===== src/rtl/core/jsld_pkg.sv =====
// Shared types, codes and constants of the JSON string literal decoder.
// Used by jsld_decode and json_string_literal_decoder_core; depends on nothing.
`timescale 1ns / 1ps
`default_nettype none

package jsld_pkg;

	localparam int CP_W     = 21;
	localparam int LEN_W    = 24;
	localparam int HEX_W    = 16;
	localparam int HEXCNT_W = 2;
	localparam int HIGH_W   = 10;

	localparam logic [LEN_W-1:0] MAX_LEN_RESET = 24'd65536;

	localparam logic [CP_W-1:0] CP_QUOTE    = 21'h00022;
	localparam logic [CP_W-1:0] CP_BSLASH   = 21'h0005C;
	localparam logic [CP_W-1:0] CP_SLASH    = 21'h0002F;
	localparam logic [CP_W-1:0] CP_LETTER_B = 21'h00062;
	localparam logic [CP_W-1:0] CP_LETTER_F = 21'h00066;
	localparam logic [CP_W-1:0] CP_LETTER_N = 21'h0006E;
	localparam logic [CP_W-1:0] CP_LETTER_R = 21'h00072;
	localparam logic [CP_W-1:0] CP_LETTER_T = 21'h00074;
	localparam logic [CP_W-1:0] CP_LETTER_U = 21'h00075;
	localparam logic [CP_W-1:0] CP_CTRL_MAX = 21'h0001F;
	localparam logic [CP_W-1:0] CP_BS_CHAR  = 21'h00008;
	localparam logic [CP_W-1:0] CP_FF_CHAR  = 21'h0000C;
	localparam logic [CP_W-1:0] CP_LF_CHAR  = 21'h0000A;
	localparam logic [CP_W-1:0] CP_CR_CHAR  = 21'h0000D;
	localparam logic [CP_W-1:0] CP_TAB_CHAR = 21'h00009;
	localparam logic [CP_W-1:0] SUPP_BASE   = 21'h10000;

	// Top six bits of a 16-bit value inside the high and low surrogate ranges.
	localparam logic [5:0] SURR_HIGH_TAG = 6'b110110;
	localparam logic [5:0] SURR_LOW_TAG  = 6'b110111;

	localparam logic [1:0] KIND_CHAR  = 2'd0;
	localparam logic [1:0] KIND_CLOSE = 2'd1;
	localparam logic [1:0] KIND_ERROR = 2'd2;

	localparam logic [2:0] ERR_NO_QUOTE  = 3'd0;
	localparam logic [2:0] ERR_UNTERM    = 3'd1;
	localparam logic [2:0] ERR_TOO_LONG  = 3'd2;
	localparam logic [2:0] ERR_CONTROL   = 3'd3;
	localparam logic [2:0] ERR_BAD_ESC   = 3'd4;
	localparam logic [2:0] ERR_NO_LOW    = 3'd5;
	localparam logic [2:0] ERR_BAD_LOW   = 3'd6;
	localparam logic [2:0] ERR_LONE_LOW  = 3'd7;

	typedef enum logic [6:0] {
		MODE_IDLE    = 7'b0000001,
		MODE_BODY    = 7'b0000010,
		MODE_ESC     = 7'b0000100,
		MODE_HEX1    = 7'b0001000,
		MODE_WANT_BS = 7'b0010000,
		MODE_WANT_U  = 7'b0100000,
		MODE_HEX2    = 7'b1000000
	} mode_t;

	typedef struct packed {
		logic [CP_W-1:0] code_point;
		logic            end_of_data;
	} item_t;

	typedef struct packed {
		logic [1:0]      kind;
		logic [CP_W-1:0] decoded_char;
		logic [2:0]      error_code;
	} result_t;

	typedef struct packed {
		mode_t               mode;
		logic [LEN_W-1:0]    len;
		logic [HEX_W-1:0]    hex_acc;
		logic [HEXCNT_W-1:0] hex_cnt;
		logic [HIGH_W-1:0]   high;
	} dec_state_t;

	localparam dec_state_t STATE_CLEAR = '{
		mode:    MODE_IDLE,
		len:     '0,
		hex_acc: '0,
		hex_cnt: '0,
		high:    '0
	};

	// True for the single-character escapes other than \u.
	function automatic logic is_simple_esc(input logic [CP_W-1:0] cp);
		logic hit;
		hit = (cp == CP_QUOTE) || (cp == CP_BSLASH) || (cp == CP_SLASH) ||
		      (cp == CP_LETTER_B) || (cp == CP_LETTER_F) || (cp == CP_LETTER_N) ||
		      (cp == CP_LETTER_R) || (cp == CP_LETTER_T);
		return hit;
	endfunction

	function automatic logic [CP_W-1:0] esc_char(input logic [CP_W-1:0] cp);
		logic [CP_W-1:0] ch;
		ch = cp;
		if (cp == CP_LETTER_B) ch = CP_BS_CHAR;
		else if (cp == CP_LETTER_F) ch = CP_FF_CHAR;
		else if (cp == CP_LETTER_N) ch = CP_LF_CHAR;
		else if (cp == CP_LETTER_R) ch = CP_CR_CHAR;
		else if (cp == CP_LETTER_T) ch = CP_TAB_CHAR;
		return ch;
	endfunction

endpackage

`default_nettype wire


===== src/rtl/core/jsld_decode.sv =====
// Next-state and result logic for one code point of the string decoder.
// Purely combinational; depends on jsld_pkg.
`timescale 1ns / 1ps
`default_nettype none

module jsld_decode
	import jsld_pkg::*;
(
	input  dec_state_t       st,
	input  item_t            item,
	input  logic [LEN_W-1:0] max_len,
	output dec_state_t       nxt,
	output logic             res_valid,
	output result_t          res
);

	logic [CP_W-1:0]  cp;
	logic             eod;
	logic [LEN_W:0]   len_inc;
	logic             hex_ok;
	logic [3:0]       hex_d;
	logic [HEX_W-1:0] acc_new;
	logic             fail;
	logic [2:0]       fail_code;
	logic             esc_emit;
	logic [CP_W-1:0]  esc_ch;

	assign cp      = item.code_point;
	assign eod     = item.end_of_data;
	assign len_inc = {1'b0, st.len} + {{LEN_W{1'b0}}, 1'b1};
	assign acc_new = {st.hex_acc[HEX_W-5:0], hex_d};

	always_comb begin
		hex_ok = 1'b0;
		hex_d  = cp[3:0];
		if (cp >= 21'h30 && cp <= 21'h39) begin
			hex_ok = 1'b1;
		end else if ((cp >= 21'h41 && cp <= 21'h46) || (cp >= 21'h61 && cp <= 21'h66)) begin
			hex_ok = 1'b1;
			hex_d  = cp[3:0] + 4'd9;
		end
	end

	always_comb begin
		nxt       = st;
		res_valid = 1'b0;
		res       = '0;
		fail      = 1'b0;
		fail_code = ERR_NO_QUOTE;
		esc_emit  = 1'b0;
		esc_ch    = '0;

		unique case (st.mode)
			MODE_BODY: begin
				if (eod) begin
					fail = 1'b1; fail_code = ERR_UNTERM;
				end else if (cp <= CP_CTRL_MAX) begin
					fail = 1'b1; fail_code = ERR_CONTROL;
				end else if (cp == CP_QUOTE) begin
					nxt       = STATE_CLEAR;
					res_valid = 1'b1;
					res.kind  = KIND_CLOSE;
				end else if (cp == CP_BSLASH) begin
					nxt.mode = MODE_ESC;
				end else if (len_inc >= {1'b0, max_len}) begin
					// Reaching the limit exactly is already an error for plain text.
					fail = 1'b1; fail_code = ERR_TOO_LONG;
				end else begin
					nxt.len          = len_inc[LEN_W-1:0];
					res_valid        = 1'b1;
					res.kind         = KIND_CHAR;
					res.decoded_char = cp;
				end
			end
			MODE_ESC: begin
				if (eod) begin
					fail = 1'b1; fail_code = ERR_UNTERM;
				end else if (cp == CP_LETTER_U) begin
					nxt.mode    = MODE_HEX1;
					nxt.hex_acc = '0;
					nxt.hex_cnt = '0;
				end else if (is_simple_esc(cp)) begin
					esc_emit = 1'b1;
					esc_ch   = esc_char(cp);
				end else begin
					fail = 1'b1; fail_code = ERR_BAD_ESC;
				end
			end
			MODE_HEX1, MODE_HEX2: begin
				if (eod || !hex_ok) begin
					fail = 1'b1; fail_code = ERR_BAD_ESC;
				end else begin
					nxt.hex_acc = acc_new;
					if (st.hex_cnt != 2'd3) begin
						nxt.hex_cnt = st.hex_cnt + 2'd1;
					end else begin
						nxt.hex_cnt = '0;
						if (st.mode == MODE_HEX1) begin
							if (acc_new[15:10] == SURR_HIGH_TAG) begin
								nxt.high = acc_new[HIGH_W-1:0];
								nxt.mode = MODE_WANT_BS;
							end else if (acc_new[15:10] == SURR_LOW_TAG) begin
								fail = 1'b1; fail_code = ERR_LONE_LOW;
							end else begin
								esc_emit = 1'b1;
								esc_ch   = {{(CP_W-HEX_W){1'b0}}, acc_new};
							end
						end else if (acc_new[15:10] == SURR_LOW_TAG) begin
							esc_emit = 1'b1;
							esc_ch   = SUPP_BASE + {1'b0, st.high, acc_new[HIGH_W-1:0]};
						end else begin
							fail = 1'b1; fail_code = ERR_BAD_LOW;
						end
					end
				end
			end
			MODE_WANT_BS: begin
				if (eod || cp != CP_BSLASH) begin
					fail = 1'b1; fail_code = ERR_NO_LOW;
				end else begin
					nxt.mode = MODE_WANT_U;
				end
			end
			MODE_WANT_U: begin
				if (eod || cp != CP_LETTER_U) begin
					fail = 1'b1; fail_code = ERR_NO_LOW;
				end else begin
					nxt.mode    = MODE_HEX2;
					nxt.hex_acc = '0;
					nxt.hex_cnt = '0;
				end
			end
			default: begin
				if (eod || cp != CP_QUOTE) begin
					fail = 1'b1; fail_code = ERR_NO_QUOTE;
				end else begin
					nxt      = STATE_CLEAR;
					nxt.mode = MODE_BODY;
				end
			end
		endcase

		// Escaped characters may fill the string up to the limit itself.
		if (esc_emit) begin
			if (len_inc > {1'b0, max_len}) begin
				fail = 1'b1; fail_code = ERR_TOO_LONG;
			end else begin
				nxt.len          = len_inc[LEN_W-1:0];
				nxt.mode         = MODE_BODY;
				res_valid        = 1'b1;
				res.kind         = KIND_CHAR;
				res.decoded_char = esc_ch;
			end
		end

		if (fail) begin
			nxt            = STATE_CLEAR;
			res_valid      = 1'b1;
			res.kind       = KIND_ERROR;
			res.decoded_char = '0;
			res.error_code = fail_code;
		end
	end

endmodule

`default_nettype wire


===== src/rtl/core/json_string_literal_decoder_core.sv =====
// A code point is registered on acceptance and decoded into the result register
// when that register is free or being emptied; the decode state updates with it.
// Throughput: one code point per cycle while the result register is not stalled.
// Reset: clears the decode state to idle, empties both stages and sets the length
// limit to 65536. Depends on jsld_pkg and jsld_decode.
`timescale 1ns / 1ps
`default_nettype none

module json_string_literal_decoder_core
	import jsld_pkg::*;
(
	input  wire logic             clk,
	input  wire logic             arst_n,
	input  wire logic             cfg_we,
	input  wire logic [LEN_W-1:0] cfg_wdata,
	input  wire logic             item_valid,
	output logic                  item_ready,
	input  wire item_t            item,
	output logic                  result_valid,
	input  wire logic             result_ready,
	output result_t               result
);

	logic             valid_s1;
	item_t            item_s1;
	logic             adv_s1;
	dec_state_t       state_q;
	dec_state_t       state_nxt;
	logic [LEN_W-1:0] max_len_q;
	logic             dec_valid;
	result_t          dec_res;
	logic             out_valid_q;
	result_t          out_q;

	// The registered code point is decoded when the result register is free
	// or is being emptied in the same cycle.
	assign adv_s1     = valid_s1 && (!out_valid_q || result_ready);
	assign item_ready = !valid_s1 || adv_s1;

	jsld_decode u_decode (
		.st        (state_q),
		.item      (item_s1),
		.max_len   (max_len_q),
		.nxt       (state_nxt),
		.res_valid (dec_valid),
		.res       (dec_res)
	);

	always_ff @(posedge clk or negedge arst_n) begin
		if (!arst_n) begin
			max_len_q <= MAX_LEN_RESET;
		end else if (cfg_we) begin
			max_len_q <= cfg_wdata;
		end
	end

	always_ff @(posedge clk or negedge arst_n) begin
		if (!arst_n) begin
			valid_s1 <= 1'b0;
		end else if (item_ready) begin
			valid_s1 <= item_valid;
		end
	end

	always_ff @(posedge clk) begin
		if (item_ready && item_valid) begin
			item_s1 <= item;
		end
	end

	always_ff @(posedge clk or negedge arst_n) begin
		if (!arst_n) begin
			state_q <= STATE_CLEAR;
		end else if (adv_s1) begin
			state_q <= state_nxt;
		end
	end

	always_ff @(posedge clk or negedge arst_n) begin
		if (!arst_n) begin
			out_valid_q <= 1'b0;
		end else if (adv_s1) begin
			out_valid_q <= dec_valid;
		end else if (result_ready) begin
			out_valid_q <= 1'b0;
		end
	end

	always_ff @(posedge clk) begin
		if (adv_s1 && dec_valid) begin
			out_q <= dec_res;
		end
	end

	assign result_valid = out_valid_q;
	assign result       = out_q;

	// Input side stalls only while the first stage holds an item it cannot pass on.
	a_ready_only_when_full: assert property (@(posedge clk) disable iff (!arst_n)
		!item_ready |-> (valid_s1 && out_valid_q && !result_ready))
		else $error("input stalled without a blocked transaction in the first stage");

	// A close or an error transaction always returns the decoder to idle.
	a_idle_after_end: assert property (@(posedge clk) disable iff (!arst_n)
		(adv_s1 && dec_valid && dec_res.kind != KIND_CHAR) |=> (state_q.mode == MODE_IDLE))
		else $error("decoder not idle after close or error");

	// Only characters carry a code point, and only errors carry an error code.
	a_result_fields: assert property (@(posedge clk) disable iff (!arst_n)
		result_valid |-> ((result.kind == KIND_CHAR && result.error_code == ERR_NO_QUOTE) ||
		                  (result.kind == KIND_CLOSE && result.decoded_char == '0 &&
		                   result.error_code == ERR_NO_QUOTE) ||
		                  (result.kind == KIND_ERROR && result.decoded_char == '0)))
		else $error("inconsistent result fields");

	// A result register that is stalled keeps its transaction.
	a_result_held: assert property (@(posedge clk) disable iff (!arst_n)
		(result_valid && !result_ready) |=> (result_valid && $stable(out_q)))
		else $error("stalled result transaction changed");

endmodule

`default_nettype wire


===== config.mk =====
export PLATFORM = sky130hd
export DESIGN_NAME = json_string_literal_decoder_core
export DESIGN_NICKNAME = d
export VERILOG_FILES = /design/src/rtl/core/jsld_pkg.sv /design/src/rtl/core/jsld_decode.sv /design/src/rtl/core/json_string_literal_decoder_core.sv
export SDC_FILE = /design/constraint.sdc
export NUM_CORES = 1
export LEC_CHECK = 0
export CAP_MARGIN = 20
export CORE_MARGIN = 4
export CORE_UTILIZATION = 55
export DETAILED_ROUTE_END_ITERATION = 8
export DONT_BUFFER_PORTS = 1
export PLACE_DENSITY_LB_ADDON = 0.12
export RECOVER_POWER = 25
export SKIP_CTS_REPAIR_TIMING = 1
export SYNTH_ARGS = -nofsm -noshare
export SYNTH_HDL_FRONTEND = slang
export SYNTH_HIERARCHICAL = 1
export SYNTH_SLANG_ARGS = --single-unit

===== constraint.sdc =====
create_clock -name clk -period 13.7 [get_ports clk]
set_input_delay 0.685 -clock clk [delete_from_list [all_inputs] [get_ports clk]]
set_output_delay 0.685 -clock clk [all_outputs]
set_load 0.03 [all_outputs]

Yosys cells after proc, flatten, opt, wreduce, memory -nomap -nowiden. Cells that the tools add are included.

Register bits: 129. Logic and storage cells: 207. Bits of input ports: 51. Output and inout bits: 28.

Magnitude comparators: 9. Eq/ne operators: 35. Multiplexer cells: 117. Reduce and logical (&&, ||, !) cells: 29. Add/subtract/negate cells: 4.

Operators by type and width (number): two-way mux 21 bit (15); two-way mux 59 bit (4); == test 21 x 7 -> 1 bit, second input constant (7); two-way mux 23 bit (6); two-way mux 31 bit (3); one-hot mux 18 bit (5 select lines) (1); two-way mux 7 bit (9); two-way mux 28 bit (2); two-way mux 18 bit (3); two-way mux 24 bit (2); two-way mux 3 bit (16); one-hot mux 24 bit (2 select lines) (1); == test 21 x 6 -> 1 bit, second input constant (2); >= comparator 21 x 7 -> 1 bit, second input constant (2); <= comparator 21 x 7 -> 1 bit, second input constant (2); != test 21 x 7 -> 1 bit, second input constant (2); one-hot mux 21 bit (2 select lines) (1); two-way mux 1 bit (39); one-hot mux 7 bit (5 select lines) (1); two-way mux 10 bit (3); one-hot mux 10 bit (3 select lines) (1); adder 24 x 1 -> 25 bit, second input constant (1); >= comparator 25 x 24 -> 1 bit (1); > comparator 25 x 24 -> 1 bit (1); other kinds (34) (69).

Depth between registers and ports, before layout.
Depth after elaboration: 16. Mapped depth: 20.

Cells and area by module. Netlist, hierarchy kept.

Modules (own cells, without submodules): json_string_literal_decoder_core (instances 1, cells an instance 234, area an instance 4659.5 µm²); jsld_decode (instances 1, cells an instance 642, area an instance 4068.9 µm²).

Least setup slack after synthesis. Ideal clock, no wire load.

Path type: reg-to-reg. Start point: reg state_q[30] in the netlist's numbering. End point: reg out_q (netlist bit result[0]) (enable). Data required time: 13291 ps. Cell stages (with the launch flop): 20. Clock period less this slack: 4881 ps. Setup slack: 8819 ps. Buffers on the path: 1. Arrival: 4472 ps. Cells stage by stage: dfrtp_1 > and2_1 > nand4_1 > nor2_1 > and3_1 > nand2_1 > nor2_1 > xnor2_1 > inv_1 > ha_1 > nand2_1 > nor4_1 > nand2_1 > and4_1 > clkbuf_1 > o31a_1 > nand3_1 > o21bai_1 > nand2_1 > nor2_1.

Longest elaborated chain between the ends: 12. Elaborated cells on any way between the ends: 21. Those cells by class: add/sub (1); order compare (2); mux (17); reduce/logical (1).

RTL lines: from (decl) (line json_string_literal_decoder_core.sv:27) `dec_state_t state_q;`; from (signal assigned) (line json_string_literal_decoder_core.sv:75) `state_q <= state_nxt;`; adder 24 x 1 -> 25 bit * (line jsld_decode.sv:30) `assign len_inc = {1'b0, st.len} + {{LEN_W{1'b0}}, 1'b1};`; >= comparator 25 x 24 -> 1 bit (line jsld_decode.sv:65) `end else if (len_inc >= {1'b0, max_len}) begin`; two-way mux 1 bit (line jsld_decode.sv:65); two-way mux 1 bit (line jsld_decode.sv:63) `end else if (cp == CP_BSLASH) begin`; two-way mux 1 bit (line jsld_decode.sv:59) `end else if (cp == CP_QUOTE) begin`; two-way mux 1 bit (line jsld_decode.sv:57) `end else if (cp <= CP_CTRL_MAX) begin`; two-way mux 1 bit (line jsld_decode.sv:55) `if (eod) begin`; one-hot mux 1 bit (5 select lines) or two-way mux 1 bit (tied branches) (line jsld_decode.sv:53) `unique case (st.mode)`; two-way mux 1 bit (line jsld_decode.sv:145) `if (len_inc > {1'b0, max_len}) begin`; two-way mux 1 bit (line jsld_decode.sv:144) `if (esc_emit) begin`; two-way mux 1 bit * (line jsld_decode.sv:156) `if (fail) begin`; via dec_valid (line json_string_literal_decoder_core.sv:30) `logic dec_valid;`; logical AND 1 bit * (line json_string_literal_decoder_core.sv:90) `if (adv_s1 && dec_valid) begin`; to (signal assigned) (line json_string_literal_decoder_core.sv:91) `out_q <= dec_res;`; to (decl) (line json_string_literal_decoder_core.sv:33) `result_t out_q;`.

The timed path passes the listed nets; every way through them passes the cells marked *. A chain may end at the register's enable or synchronous reset.

==> reports/metrics.yaml <==
global_route:
  antenna_found_initial: 0
  grt_max_degree: 82
  grt_pass1_wl_um: 35900
  grt_pass1_vias: 6774
  grt_usage: 0.255
  grt-ovfl-total: 0
critical_path:
  cp_common_cell: "a211oi_1"
  cp-start-kind: "flop"
  path_buf_inv: 0
  worstPathRequired_ps: 14050
  critPathKind: "reg -> reg"
  crit_chain: "and2_1, nand4_1, nor2_1, and3_1, nand2_1, xnor2_1, ha_1, a211oi_1, o31ai_1, a211oi_1, and4_1, o31a_1, nand3_4, a211o_1, mux2_4"
  crit_path_max_incr_delay_ps: 840
  worst_path_max_delay_cell: "and4_1"
  crit_family: "simple AND/OR/NAND/NOR gates"
  cp_max_fo: 51
  end_kind: "flop"
  arrival_ps: 5720
floorplanning:
  dieWidth_um: 133
  die-height_um: 133
  coreArea_um2: 15200
  start_util: 0.561
  rows: 45
  ioPinCount: 79
  dieArea_um2: 17600
drt:
  via_count: 6805
  drtIter0Drc: 597
  routed_wl_um: 22400
  avgViaCountPerCell: 6.57
  ant_nets: 0
  wl_per_cell_um: 21.6
  first_pass_iters: 5
  drc_errors: 0
timing:
  fin_crit_ps: 5370
  fmax_mhz: 186
  fin_tns_setup_ps: 0
  fin_skew_ps: 8.05
  finalHoldViolations: 0
  tightest_slew_ps: 4290
  setup_viol: 0
  fin_ws_ps: 8330
  rsz0062_at_grt: "no"
  slew_viol_final: 80
  hold_ws_ps: 97.1
  post-route-period-util: 0.392
  relSlewSlack: -1.86
outcome:
  violations: "max-capacitance violations, max-slew violations"
  outcome: "finished, violations left"
clock_tree:
  cts_tree: "yes"
  insertion_delay_ps: 430
  cts_buffers: 17
  h-tree-depth: 4
  path_clk_slew_ps: 60
  clockBufferDepth: 2
  clk_root_buffer_cell: "clkbuf_16"
  cts_sinks: 129
layout:
  area_delta_synth_final_pct: 7.12
  nFillCells: 1272
  drive_gt1_frac: 0.204
  fin_nets: 917
  diodes: 0
  multiInputGateArea_um2: 4630
  final_area_um2: 9130
  seqCellArea_um2: 3470
logic_synthesis:
  syn_area_um2: 8530
  avgSynthCellArea_um2: 9.91
  synth_nets: 942
  netlist_instances: 860
  yosysWarnings: 6
power_and_ir_drop:
  p_per_area_nw_per_um2: 103
  p_sw_frac: 0.260
  switchingPower_uw: 243
  pwr-share-comb: 0.065
  internal-power_uw: 694
  p_leak_uw: 0.00358
  ir_drop_uv: 84.8
  clkPwrFrac: 0.462
  pwr-share-seq: 0.473
place:
  placed_area_um2: 8530
  portBuffers: 0
  routabilityCongestion: 0.940
  hpwl_um: 15100
  post-place-ws_ps: 8480
min_path:
  worstHoldPathType: "in -> async"
job:
  maxCapViolations: 1
==> metal layers <==
layer | vias up | part of all wire | wire (um) | GRT usage
met4 | 0 | 0.026 | 572 | 0.0947
met2 | 250 | 0.51 | 11300 | 0.436
met1 | 3360 | 0.42 | 9360 | 0.317
li1 | 3150 | - | - | -
met3 | 45 | 0.049 | 1090 | 0.0548
met5 | - | 0 | 0 | 0
==> power groups by stage <==
stage / Sequential, uW / Clock (uW) / Combinational [uW]
2_1_floorplan: 443 / 0 / 47.5
3_3_place_gp: 450 / 0 / 53.0
3_5_place_dp: 451 / 0 / 54.2
4_1_cts: 443 / 440 / 54.7
5_1_grt: 445 / 461 / 66.9
6_report: 443 / 433 / 60.5
==> worst register-to-register path, cell delays in order (launching register included) <==
cell      delay [ps]
dfrtp_1          440
and2_1           210
nand4_1          180
nor2_1           360
and3_1           280
nand2_1          120
xnor2_1          230
ha_1             290
a211oi_1         250
o31ai_1          110
a211oi_1         250
and4_1           840
o31a_1           310
nand3_4          610
a211o_1          540
mux2_4           270
==> flip-flops by register name, summed over array words and instances, names as in the netlist <==
name          flops
item_s1          22
max_len_q        24
result           26
result_valid      1
state_q          55
valid_s1          1
==> worst paths after layout <==
path | startpoint | end | slack (ps) | cells past startpoint
worst min-delay path | arst_n | max_len_q[16]$_DFFE_PN1P_ | 100 | 0
worst max register to register | state_q[30]$_DFFE_PN0P_ | state_q[52]$_DFFE_PN1P_ | 8330 | 15
worst max-delay path | state_q[30]$_DFFE_PN0P_ | state_q[52]$_DFFE_PN1P_ | 8330 | 15
max in group asynchronous | arst_n | state_q[53]$_DFFE_PN0P_ | 9480 | 1
min in group clk | item[2] | item_s1[2]$_DFFE_PP_ | 350 | 0
worst min register to register | max_len_q[6]$_DFFE_PN0P_ | max_len_q[6]$_DFFE_PN0P_ | 510 | 1
==> final cells by class <==
class,count,area share
inverter,40,0.0164
clock inverter,15,0.0148
sequential,129,0.380
multi-input combinational,638,0.507
timing repair buffer,9,0.00959
tap,188,0.0258
clock buffer,17,0.0466
==> stage by stage <==
stage          total power (uW)  utilization  std cells
2_1_floorplan               491            -        860
3_3_place_gp                503        0.561       1001
3_5_place_dp                505        0.561       1001
4_1_cts                     937        0.598       1033
5_1_grt                     973        0.601       1036
6_report                    937        0.601       1036
==> placed cells by master (no fill, tap or decap), types with 11 or more instances in the layout <==
master	count
nand3_1	46
nor2_1	45
nand2_1	59
edfxtp_1	48
xnor2_1	18
nor3_2	21
ha_1	31
a22o_1	12
a21oi_1	67
o21ai_0	50
dfrtp_1	79
clkbuf_16	17
mux2_2	69
mux2_4	11
inv_1	39
a22oi_1	16
nand4_1	21
nor3_1	18
(Power assumes the default switching activity.)
